**config.mk**
```make
export PLATFORM = sky130hd
export DESIGN_NAME = rc_serial_frame_decoder_unit
export DESIGN_NICKNAME = d
export VERILOG_FILES = /design/src/rtl/rcfd_pkg.sv /design/src/rtl/rcfd_frame.sv /design/src/rtl/rcfd_pct_div.sv /design/src/rtl/rc_serial_frame_decoder_unit.sv
export SDC_FILE = /design/constraint.sdc
export NUM_CORES = 1
export LEC_CHECK = 0
export ABC_CLOCK_PERIOD_IN_PS = 15540
export BUFFER_PORTS_ARGS = -buffer_cell sky130_fd_sc_hd__clkbuf_2
export CORE_MARGIN = 5
export CORE_UTILIZATION = 60
export DETAILED_ROUTE_END_ITERATION = 10
export HOLD_SLACK_MARGIN = 0.1
export PLACE_DENSITY_LB_ADDON = 0.2
export SLEW_MARGIN = 5
export SYNTH_ARGS = -nofsm -noshare
export SYNTH_HDL_FRONTEND = slang
export SYNTH_HIERARCHICAL = 1
export SYNTH_SLANG_ARGS = --single-unit
```
**constraint.sdc**
```tcl
create_clock -name aclk -period 15.54 [get_ports aclk]
set_clock_uncertainty 0.15 [all_clocks]
set_input_delay 0.777 -clock aclk [delete_from_list [all_inputs] [get_ports aclk]]
set_output_delay 0.777 -clock aclk [all_outputs]
set_load 0.01 [all_outputs]
```
**src/rtl/rcfd_pkg.sv**
```systemverilog
// shared constants and interface types of the serial frame decoder
`default_nettype none

package rcfd_pkg;

    localparam int RING_LEN  = 25;
    localparam int NUM_CH    = 16;
    localparam int CH_W      = 11;
    localparam int FRM_BYTES = 22;
    localparam int FRM_W     = FRM_BYTES * 8;
    localparam int NUM_W     = 16;
    localparam int PROD_W    = 31;
    localparam int QUOT_W    = 7;

    localparam logic [7:0]      SYNC_HEAD = 8'h0f;
    localparam logic [7:0]      SYNC_TAIL = 8'h00;
    localparam logic [CH_W-1:0] RAW_LOW   = 11'd340;
    localparam logic [6:0]      PCT_SCALE = 7'd100;
    localparam logic [10:0]     PCT_DIV   = 11'd1364;
    localparam logic [3:0]      LAST_CH   = 4'd15;

    // 100/1364 reduces to 25/341; 2^24/341 rounded up is exact for every magnitude
    localparam logic [4:0]      PCT_NUM   = 5'd25;
    localparam logic [15:0]     PCT_RECIP = 16'd49201;

    // request to the percent scaler
    typedef struct packed {
        logic            start;
        logic [CH_W-1:0] raw;
    } div_ctrl_t;

    // answer of the percent scaler
    typedef struct packed {
        logic              done;
        logic signed [7:0] pct;
    } div_stat_t;

endpackage

`default_nettype wire

```
**src/rtl/rcfd_frame.sv**
```systemverilog
// byte shift line with sync detection and channel bit snapshot
`default_nettype none

module rcfd_frame (
    input  wire logic                      aclk,
    input  wire logic                      aresetn,
    input  wire logic                      push,
    input  wire logic [7:0]                byte_in,
    input  wire logic                      advance,
    output logic                           sync,
    output logic [rcfd_pkg::CH_W-1:0]      raw
);

    logic [7:0]                 ring_reg  [rcfd_pkg::RING_LEN];
    logic [7:0]                 ring_next [rcfd_pkg::RING_LEN];
    logic [rcfd_pkg::FRM_W-1:0] frm_reg;
    logic [rcfd_pkg::FRM_W-1:0] frm_next;

    // tap 0 is the oldest byte, the top tap the newest
    assign sync = (byte_in == rcfd_pkg::SYNC_TAIL) && (ring_reg[1] == rcfd_pkg::SYNC_HEAD);
    assign raw  = frm_reg[rcfd_pkg::CH_W-1:0];

    always_comb begin
        for (int i = 0; i < rcfd_pkg::RING_LEN; i++) begin
            ring_next[i] = ring_reg[i];
        end
        if (push) begin
            for (int i = 0; i < rcfd_pkg::RING_LEN - 1; i++) begin
                ring_next[i] = ring_reg[i+1];
            end
            ring_next[rcfd_pkg::RING_LEN-1] = byte_in;
        end
    end

    // frame bytes 1 to 22 after the shift sit in taps 2 to 23 before it
    always_comb begin
        frm_next = frm_reg;
        if (push && sync) begin
            for (int j = 0; j < rcfd_pkg::FRM_BYTES; j++) begin
                frm_next[8*j +: 8] = ring_reg[j+2];
            end
        end else if (advance) begin
            frm_next = frm_reg >> rcfd_pkg::CH_W;
        end
    end

    always_ff @(posedge aclk) begin
        if (!aresetn) begin
            for (int i = 0; i < rcfd_pkg::RING_LEN; i++) begin
                ring_reg[i] <= 8'h00;
            end
        end else begin
            for (int i = 0; i < rcfd_pkg::RING_LEN; i++) begin
                ring_reg[i] <= ring_next[i];
            end
        end
    end

    always_ff @(posedge aclk) begin
        frm_reg <= frm_next;
    end

endmodule

`default_nettype wire

```
**src/rtl/rcfd_pct_div.sv**
```systemverilog
// percent scaler by reciprocal multiplication, two register stages
`default_nettype none

module rcfd_pct_div (
    input  wire logic                aclk,
    input  wire logic                aresetn,
    input  wire rcfd_pkg::div_ctrl_t ctrl,
    output rcfd_pkg::div_stat_t      stat
);

    logic                        busy_reg, busy_next;
    logic                        done_reg, done_next;
    logic                        neg_reg,  neg_next;
    logic [rcfd_pkg::NUM_W-1:0]  num_reg,  num_next;
    logic [rcfd_pkg::QUOT_W-1:0] quot_reg, quot_next;
    logic [rcfd_pkg::CH_W-1:0]   mag;
    logic [rcfd_pkg::PROD_W-1:0] prod;

    // magnitude of raw minus the low end
    assign mag  = (ctrl.raw >= rcfd_pkg::RAW_LOW) ? (ctrl.raw - rcfd_pkg::RAW_LOW)
                                                  : (rcfd_pkg::RAW_LOW - ctrl.raw);
    // quotient by 341 sits in the top bits of the product
    assign prod = rcfd_pkg::PROD_W'(num_reg) * rcfd_pkg::PROD_W'(rcfd_pkg::PCT_RECIP);

    always_comb begin
        busy_next = 1'b0;
        done_next = 1'b0;
        neg_next  = neg_reg;
        num_next  = num_reg;
        quot_next = quot_reg;
        if (ctrl.start) begin
            busy_next = 1'b1;
            neg_next  = (ctrl.raw < rcfd_pkg::RAW_LOW);
            num_next  = rcfd_pkg::NUM_W'(mag) * rcfd_pkg::NUM_W'(rcfd_pkg::PCT_NUM);
        end else if (busy_reg) begin
            done_next = 1'b1;
            quot_next = prod[rcfd_pkg::PROD_W-1 -: rcfd_pkg::QUOT_W];
        end
    end

    always_ff @(posedge aclk) begin
        if (!aresetn) begin
            busy_reg <= 1'b0;
            done_reg <= 1'b0;
        end else begin
            busy_reg <= busy_next;
            done_reg <= done_next;
        end
    end

    always_ff @(posedge aclk) begin
        neg_reg  <= neg_next;
        num_reg  <= num_next;
        quot_reg <= quot_next;
    end

    // magnitude quotient, so the sign fix truncates toward zero
    assign stat.done = done_reg;
    assign stat.pct  = neg_reg ? (8'sd0 - $signed({1'b0, quot_reg}))
                               : $signed({1'b0, quot_reg});

endmodule

`default_nettype wire

```
**src/rtl/rc_serial_frame_decoder_unit.sv**
```systemverilog
// top level of the 16-channel serial frame decoder
//
//  port group  dir  payload (low bit first)                              handshake
//  s_*         in   tdata[7:0] byte_in                                   tvalid/tready
//  m_*         out  tdata channel[3:0] raw_value[14:4] percent[22:15]    tvalid/tready
//                   pad[23], tlast last_channel
//
// a byte that does not complete a sync pattern leaves s_tready high
// a sync byte starts a decode of 16 channels; when the sink keeps up each channel steps through
// one scaler start, one reciprocal product, one done beat and one emit,
// so s_tready stays low from the sync beat until the last emit; m_tready low stretches each emit
// the shared percent scaler loop paces the decode; the output register holds a beat
// while the next channel is scaled
// aresetn is synchronous, active low, and clears the byte line to zero
`default_nettype none

module rc_serial_frame_decoder_unit (
    input  wire logic        aclk,
    input  wire logic        aresetn,
    input  wire logic        s_tvalid,
    output logic             s_tready,
    input  wire logic [7:0]  s_tdata,   // byte_in[7:0]
    output logic             m_tvalid,
    input  wire logic        m_tready,
    output logic [23:0]      m_tdata,   // channel[3:0], raw_value[14:4], percent[22:15], pad
    output logic             m_tlast    // last_channel
);

    // one-hot sequencer states
    typedef enum logic [3:0] {
        ST_IDLE  = 4'b0001,
        ST_START = 4'b0010,
        ST_CALC  = 4'b0100,
        ST_EMIT  = 4'b1000
    } st_t;

    st_t                          st_reg, st_next;
    logic [3:0]                   chan_reg, chan_next;
    logic                         m_valid_reg, m_valid_next;
    logic [23:0]                  m_data_reg, m_data_next;
    logic                         m_last_reg, m_last_next;
    logic                         s_acc;
    logic                         sync;
    logic                         out_free;
    logic                         emit;
    logic [rcfd_pkg::CH_W-1:0]    raw;
    rcfd_pkg::div_ctrl_t          div_ctrl;
    rcfd_pkg::div_stat_t          div_stat;

    assign s_tready = (st_reg == ST_IDLE);
    assign s_acc    = s_tvalid && s_tready;
    assign out_free = !m_valid_reg || m_tready;
    assign emit     = (st_reg == ST_EMIT) && out_free;

    // byte line, sync test and the unpacked channel bits
    rcfd_frame u_frame (
        .aclk    (aclk),
        .aresetn (aresetn),
        .push    (s_acc),
        .byte_in (s_tdata),
        .advance (emit),
        .sync    (sync),
        .raw     (raw)
    );

    // shared scaler, started once per channel
    assign div_ctrl.start = (st_reg == ST_START);
    assign div_ctrl.raw   = raw;

    rcfd_pct_div u_div (
        .aclk    (aclk),
        .aresetn (aresetn),
        .ctrl    (div_ctrl),
        .stat    (div_stat)
    );

    always_comb begin
        st_next      = st_reg;
        chan_next    = chan_reg;
        m_valid_next = m_valid_reg;
        m_data_next  = m_data_reg;
        m_last_next  = m_last_reg;

        // the sink took the waiting beat
        if (m_valid_reg && m_tready) begin
            m_valid_next = 1'b0;
        end

        case (st_reg)
            ST_IDLE: begin
                if (s_acc && sync) begin
                    chan_next = 4'd0;
                    st_next   = ST_START;
                end
            end
            ST_START: begin
                st_next = ST_CALC;
            end
            ST_CALC: begin
                if (div_stat.done) begin
                    st_next = ST_EMIT;
                end
            end
            ST_EMIT: begin
                if (out_free) begin
                    m_valid_next = 1'b1;
                    m_data_next  = {1'b0, div_stat.pct, raw, chan_reg};
                    m_last_next  = (chan_reg == rcfd_pkg::LAST_CH);
                    chan_next    = chan_reg + 4'd1;
                    st_next      = (chan_reg == rcfd_pkg::LAST_CH) ? ST_IDLE : ST_START;
                end
            end
            default: begin
                st_next = ST_IDLE;
            end
        endcase
    end

    always_ff @(posedge aclk) begin
        if (!aresetn) begin
            st_reg      <= ST_IDLE;
            chan_reg    <= 4'd0;
            m_valid_reg <= 1'b0;
        end else begin
            st_reg      <= st_next;
            chan_reg    <= chan_next;
            m_valid_reg <= m_valid_next;
        end
    end

    // output payload needs no reset
    always_ff @(posedge aclk) begin
        m_data_reg <= m_data_next;
        m_last_reg <= m_last_next;
    end

    assign m_tvalid = m_valid_reg;
    assign m_tdata  = m_data_reg;
    assign m_tlast  = m_last_reg;

endmodule

`default_nettype wire

```
==> flow_summary.ini, run 1 <==
[status]
outcome = finished clean

[worst_setup_path]
worstSetupStartpoint = u_frame/frm_reg[2]
ff2ff_setup_slack_ns = 10.30
cp-end-kind = register
rr_startpoint = u_frame/frm_reg[2]
cp_common_cell = ha_1
timing.rr.end = u_div/num_reg[14]
cpPeakStageDelay_ns = 0.63
crit_chain = ha_1, a211oi_2, o21ai_2, a211oi_4, mux2i_1, ha_1, ha_1, inv_1, fa_1, inv_1, ha_1, a21o_1, a21oi_1, o211ai_1, a31o_2, a21oi_1, xnor2_1
cp-start-kind = register
cp.required_ns = 15.69
slowest_stage = a211oi_4
cp_max_fo = 16
reg2regPathDepth = 17
arrival_ns = 5.38
crit_path_end = u_div/num_reg[14]
crit_type = reg2reg

[floorplanning]
die_w_um = 199
ios = 39
initial_core_util_pct = 60.5
rows = 69
die_y_um = 199
fp.dieArea_um2 = 39600
core-area_um2 = 35400

[routing]
drtIter0Drc = 511
finalWirelength_um = 36900
routed.top_layer = met4
wl_met1_um = 16100
drc = 0
antenna_left = 0
vias_per_cell = 5.41
dr_wl_met3_um = 1110
route.met2.wl_um = 19000
num_vias = 11354
wl_per_cell_um = 17.6
dr.pass1.iters = 5

[sta]
fin_crit_ns = 5.24
fin_crit_sh_pct = 33.7
grt_setup_unrepaired = false
worst_pin_slew_ns = 1.03
hold_viol = 0
fin_tns_setup_ns = 0
relSlewSlack_pct = 31.6
whs_ns = 0.317
slew_viol_final = 0
fmax_mhz = 191
setup_viol = 0

[final_layout]
largest_reg_flops = 192
nets = 1800
diodes = 0
drive_gt1_share_pct = 18.4
design_area_um2 = 23200
syn_to_final_growth_pct = 8.25
stdcell_count = 2097

[clocking]
post_cts_buffers = 0
cts_hold_buf = 0
numCtsBuffers = 44
clock_latency_ns = 0.54
root_buffer = clkbuf_16
clk_pin_slew_worst_paths_ns = 0.06
htreeDepth = 2
post_cts_resized = 0
cts_tree = yes
cts_sinks = 427
clockBufferDepth = 3

[flow_run]
maxCapViolCount = 0

[logic_synthesis]
synthFlopType = edfxtp_1
synthCells = 1591
synth-edff-count = 224
syn_area_um2 = 21400
synth_top_family_by_area = multiplexers
synthAdderAreaFrac_pct = 11.9
syn_nets = 1791
synth_seq_cells = 427
syn_avg_cell_area_um2 = 13.5
async_flop_share_pct = 0
synthMuxAreaShare_pct = 20.2
yosysSeqAreaShare_pct = 50.4
yosys_warnings = 6
yosysUniqueCellTypes = 65
synth-compound-area-share_pct = 3.10
synth-simple-area-share_pct = 8.76
synthXorXnorAreaFrac_pct = 1.47

[placed_design]
hpwl_um = 24100
port_buffers = 37
dp.cells = 2015
dpl-instance-area_um2 = 21700
routabilityCongestion = 0.813

[power_and_ir_drop]
vdd_drop_max_mv = 0.108
swShare_pct = 20.8
seq_power_share_pct = 51.1
p_sw_uw = 482
power_frac_comb_pct = 4.0
power.internal_uw = 1830
p_clk_share_pct = 44.8
power_density_nw_per_um2 = 99.8
p_leak_uw = 0.00978

[min_path]
hp-class = reg2reg

[global_route]
grt_max_degree = 104
track_usage_pct = 18.7
grt_pass1_wl_um = 60300
antenna_found_initial = 0
grt_pass1_vias = 11585
overflow = 0
-- synth_stat cells, types with 13 or more instances --
library cell | n | area (µm²)
buf_2 | 25 | 125
mux2_2 | 26 | 293
dfxtp_1 | 203 | 4060
a21oi_1 | 18 | 90.1
fa_1 | 25 | 500
clkbuf_1 | 26 | 97.6
mux2_4 | 140 | 2100
nor2b_1 | 199 | 1240
xnor2_1 | 26 | 228
buf_4 | 14 | 105
buf_6 | 19 | 214
ha_1 | 163 | 2040
edfxtp_1 | 224 | 6730
and3_1 | 13 | 81.3
inv_1 | 93 | 349
o21ai_0 | 18 | 90.1
nand2_1 | 23 | 86.3
mux2i_1 | 194 | 1940
nor2_1 | 23 | 86.3
-- final cells by class --
class / count / area (µm²)
Timing Repair Buffer: 47 / 263
Sequential cell: 427 / 10800
Multi-Input combinational cell: 987 / 9770
Tap cell: 461 / 577
Inverter: 93 / 349
Clock inverter: 21 / 163
Clock buffer: 61 / 1280
Fill cell: 2609 / 12200
-- per-layer routing --
metal	up-vias	track usage [%]
li1	5670	-
met3	49	3.03
met4	0	4.81
met1	5514	23.8
met2	121	33.3
met5	-	0
-- critical path, delay by kind of cell, from the launching register on --
| kind | cells | cell delay, ns |
|---|---|---|
| multiplexers | 1 | 0.43 |
| buffers and inverters | 2 | 0.09 |
| adder cells (fa/ha/maj) | 5 | 1.70 |
| AO/OA/AOI/OAI | 8 | 2.03 |
| XOR/XNOR | 1 | 0.08 |
| flip-flops | 1 | 0.51 |
-- stage by stage --
| step | util [%] | total power [µW] | worst slack, ns |
|---|---|---|---|
| after detailed placement | 61.4 | 1300 | 9.99 |
| final | 65.5 | 2310 | 10.30 |
| after CTS | 65.5 | 2340 | 10.31 |
| after global placement | 61.4 | 1300 | 10.01 |
| after global routing | 65.5 | 2400 | 9.95 |
| after floorplan | - | 1280 | 8.86 |
-- power groups by stage --
stage | Sequential [µW] | Clock (µW) | Combinational [µW]
3_3_place_gp | 1210 | 0 | 93.4
6_report | 1180 | 1040 | 93.3
4_1_cts | 1180 | 1070 | 93.7
2_1_floorplan | 1210 | 0 | 78.7
3_5_place_dp | 1210 | 0 | 93.9
5_1_grt | 1180 | 1120 | 99.5
-- cells by family (layout without fill, tap and decap cells) --
logic type / Yosys count / in the layout
other: 1 / 1
buffers and inverters: 177 / 222
AND/OR/NAND/NOR: 310 / 310
multiplexers: 360 / 360
flip-flops: 427 / 427
XOR/XNOR: 36 / 36
AO/OA/AOI/OAI: 92 / 92
adder cells (fa/ha/maj): 188 / 188
-- worst min-delay path by stage --
stage,start,endpoint,slack (ns),cells after the start
after CTS,u_div/quot_reg[0],m_tdata[15],0.32,0
after global placement,u_div/quot_reg[0],m_tdata[15],0.29,0
after detailed placement,u_div/quot_reg[0],m_tdata[15],0.31,0
final,u_div/quot_reg[0],m_tdata[15],0.32,0
after global routing,u_div/quot_reg[0],m_tdata[15],0.34,0
after floorplan,chan_reg[1],m_tdata[1],0.31,0
-- layout by cell type, fill, tap and decap left out, types with 23 or more instances in the layout --
| master | synthesis | routed |
|---|---|---|
| fa_1 | 25 | 25 |
| inv_1 | 93 | 93 |
| nand2_1 | 23 | 23 |
| ha_1 | 163 | 163 |
| edfxtp_1 | 224 | 224 |
| dfxtp_1 | 203 | 203 |
| clkbuf_16 | 0 | 46 |
| nor2b_1 | 199 | 199 |
| mux2_4 | 140 | 140 |
| mux2i_1 | 194 | 194 |
| clkbuf_2 | 0 | 36 |
| xnor2_1 | 26 | 26 |
| nor2_1 | 23 | 23 |
| mux2_2 | 26 | 26 |
Note: power is estimated with default switching activity, not from simulation.
==> run 2, diff against run 1 <==
--- a/config.mk
+++ b/config.mk
@@ -5,7 +5,8 @@
 export SDC_FILE = /design/constraint.sdc
 export NUM_CORES = 1
 export LEC_CHECK = 0
-export ABC_CLOCK_PERIOD_IN_PS = 15540
+export ABC_AREA = 1
+export ABC_CLOCK_PERIOD_IN_PS = 4900
 export BUFFER_PORTS_ARGS = -buffer_cell sky130_fd_sc_hd__clkbuf_2
 export CORE_MARGIN = 5
 export CORE_UTILIZATION = 60
==> constraint.sdc (replaced) <==
create_clock -name aclk -period 4.9 [get_ports aclk]
set_clock_uncertainty 0.15 [all_clocks]
set_input_delay 0.245 -clock aclk [delete_from_list [all_inputs] [get_ports aclk]]
set_output_delay 0.245 -clock aclk [all_outputs]
set_load 0.01 [all_outputs]
==> flow_summary.ini, run 2 <==
[power_and_ir_drop]
power_density_nw_per_um2 = 358
vdd_drop_max_mv = 0.354
p_leak_uw = 0.0104

[clocking]
numCtsBuffers = 44
clock_latency_ns = 0.55
root_buffer = clkbuf_16
clockBufferDepth = 3
clk_pin_slew_worst_paths_ns = 0.06
cts_tree = yes
post_cts_buffers = 0
cts_sinks = 427
htreeDepth = 2

[worst_setup_path]
timing.rr.end = u_div/num_reg[14]
crit_type = reg2reg
arrival_ns = 4.71
ff2ff_setup_slack_ns = 0.34
cp.required_ns = 5.06
cp-start-kind = register
cp_max_fo = 6
rr_startpoint = u_frame/frm_reg[2]
reg2regPathDepth = 20
cp-end-kind = register

[status]
outcome = finished clean

[global_route]
overflow = 0
grt_max_degree = 275
antenna_found_initial = 0
grt_pass1_wl_um = 78700
grt_pass1_vias = 16076
track_usage_pct = 24.0

[min_path]
whs_path_depth = 3
hp-start = aresetn
hp-class = in2reg
min_to = chan_reg[3]

[sta]
slew_viol_final = 0
worst_pin_slew_ns = 1.02
setup_viol = 0
grt_setup_unrepaired = false
hold_viol = 0
whs_ns = 0.137
fmax_mhz = 219
relSlewSlack_pct = 31.9
fin_tns_setup_ns = 0
fin_crit_ns = 4.56
fin_crit_sh_pct = 93.0

[placed_design]
hpwl_um = 30000
routabilityCongestion = 0.912
port_buffers = 37

[flow_run]
maxCapViolCount = 0

[logic_synthesis]
synth_area_leaders = edfxtp_1 31%, dfxtp_1 19%, ha_1 9.5%
syn_nets = 2620
synth_top_area_share_pct = 31.3
async_flop_share_pct = 0
synthCells = 2420
ys_top_cells_by_count = 506 x nand2_1, 421 x nor2_1, 224 x edfxtp_1, 203 x dfxtp_1, 203 x o21ai_0
synthFlopType = edfxtp_1
yosysUniqueCellTypes = 42
syn_area_um2 = 21500
synth_seq_cells = 427
yosysSeqAreaShare_pct = 50.2
synth_most_common_cell = nand2_1
syn_avg_cell_area_um2 = 8.88
synth_top_cell_by_area = edfxtp_1
yosys_warnings = 6
synth-edff-count = 224

[floorplanning]
fp.dieArea_um2 = 39700
rows = 69
ios = 39
core-area_um2 = 35500
die_w_um = 199
initial_core_util_pct = 60.6
die_y_um = 199

[final_layout]
nets = 2578
final_cell_mix = 505 x nand2_1, 419 x nor2_1, 224 x edfxtp_1
n_fill_cell = 2910
largest_reg_flops = 192
syn_to_final_growth_pct = 8.34
diodes = 0
drive_gt1_share_pct = 6.55
final_common_cell = nand2_1

[routing]
drtIter0Drc = 1220
num_vias = 16137
dr.pass1.iters = 5
antenna_left = 0
vias_per_cell = 5.61
drc = 0
finalWirelength_um = 47500
wl_per_cell_um = 16.5
run 2: changes by cell type in the layout (fill, tap and decap cells not counted), sizes merged, moves of 20 or more:
cell / change
a21oi: +33
inv: +77
mux2: -166
mux2i: -194
nand2: +490
nand3: +25
nand4: +171
nor2: +407
nor2b: -199
o21ai: +189
xnor2: -20
run 2: worst max-delay path: stages (launching register included):
cell and delay (ns):
edfxtp_1 0.48, inv_1 0.11, ha_1 0.26, inv_1 0.08
nand2_1 0.08, o21ai_0 0.30, xor2_1 0.18, inv_1 0.08
o21ai_2 0.19, inv_1 0.10, ha_1 0.28, ha_1 0.28
inv_1 0.05, fa_1 0.41, inv_1 0.07, ha_1 0.29
a21oi_1 0.30, nor2_1 0.07, a211oi_1 0.30, nand2_1 0.12
xor2_1 0.15
run 2: how the worst max path moves through the flow:
stage	startpoint	to
final	u_frame/frm_reg[2]	u_div/num_reg[14]
after global routing	u_div/num_reg[5]	u_div/quot_reg[1]
after CTS	u_frame/frm_reg[2]	u_div/num_reg[14]
after detailed placement	u_frame/frm_reg[2]	u_div/num_reg[14]
after global placement	u_frame/frm_reg[2]	u_div/num_reg[14]
after floorplan	st_reg[0]	u_frame/frm_reg[0]
run 2: what timing repair did:
action,4_1_cts,5_1_grt
gates resized for setup,0,0
hold buffers,10,0
hold endpoints to repair,13,0
run 2: layout make-up:
cell class | instances | area (µm²) | share of cell area, %
tap | 461 | 577 | 2.48
sequential | 427 | 10800 | 46.3
timing repair buffer | 63 | 445 | 1.91
multi-input combinational | 1667 | 9310 | 40.0
inverter | 175 | 666 | 2.86
clock buffer | 64 | 1310 | 5.63
clock inverter | 18 | 185 | 0.795
run 2: where the power goes:
part / switching, µW / internal (µW)
clock network: 1390 / 2030
registers: 168 / 3970
logic: 551 / 228
total: 2110 / 6220
run 2: routing by layer:
metal  GRT usage, %  vias up  share of wire [%]
met5              0        -                  0
met4           7.67        0                2.8
met3           2.97       82                3.8
met2           42.7      349                 51
met1           30.6     7679                 43
li1               -     8027                  -
run 2: per-stage QoR:
step | cells | power (µW) | util (%) | cell area, µm² | setup WS, ns
after floorplan | 2420 | 4770 | - | 21500 | 0.320
after global placement | 2783 | 4950 | 61.1 | 21700 | 0.445
after detailed placement | 2783 | 4970 | 61.1 | 21700 | 0.398
after CTS | 2875 | 8400 | 65.6 | 23300 | 0.378
after global routing | 2875 | 8710 | 65.6 | 23300 | 0.178
final | 2875 | 8330 | 65.6 | 23300 | 0.342
run 2: logic make-up (layout without fill, tap and decap cells):
kind of cell | after synthesis | count (layout) | synth area share, %
AO/OA/AOI/OAI | 281 | 281 | 6.87
adder cells (fa/ha/maj) | 188 | 188 | 11.8
other | 1 | 1 | 0.0174
flip-flops | 427 | 427 | 50.2
buffers and inverters | 326 | 320 | 6.70
XOR/XNOR | 31 | 31 | 1.26
AND/OR/NAND/NOR | 1166 | 1166 | 23.1
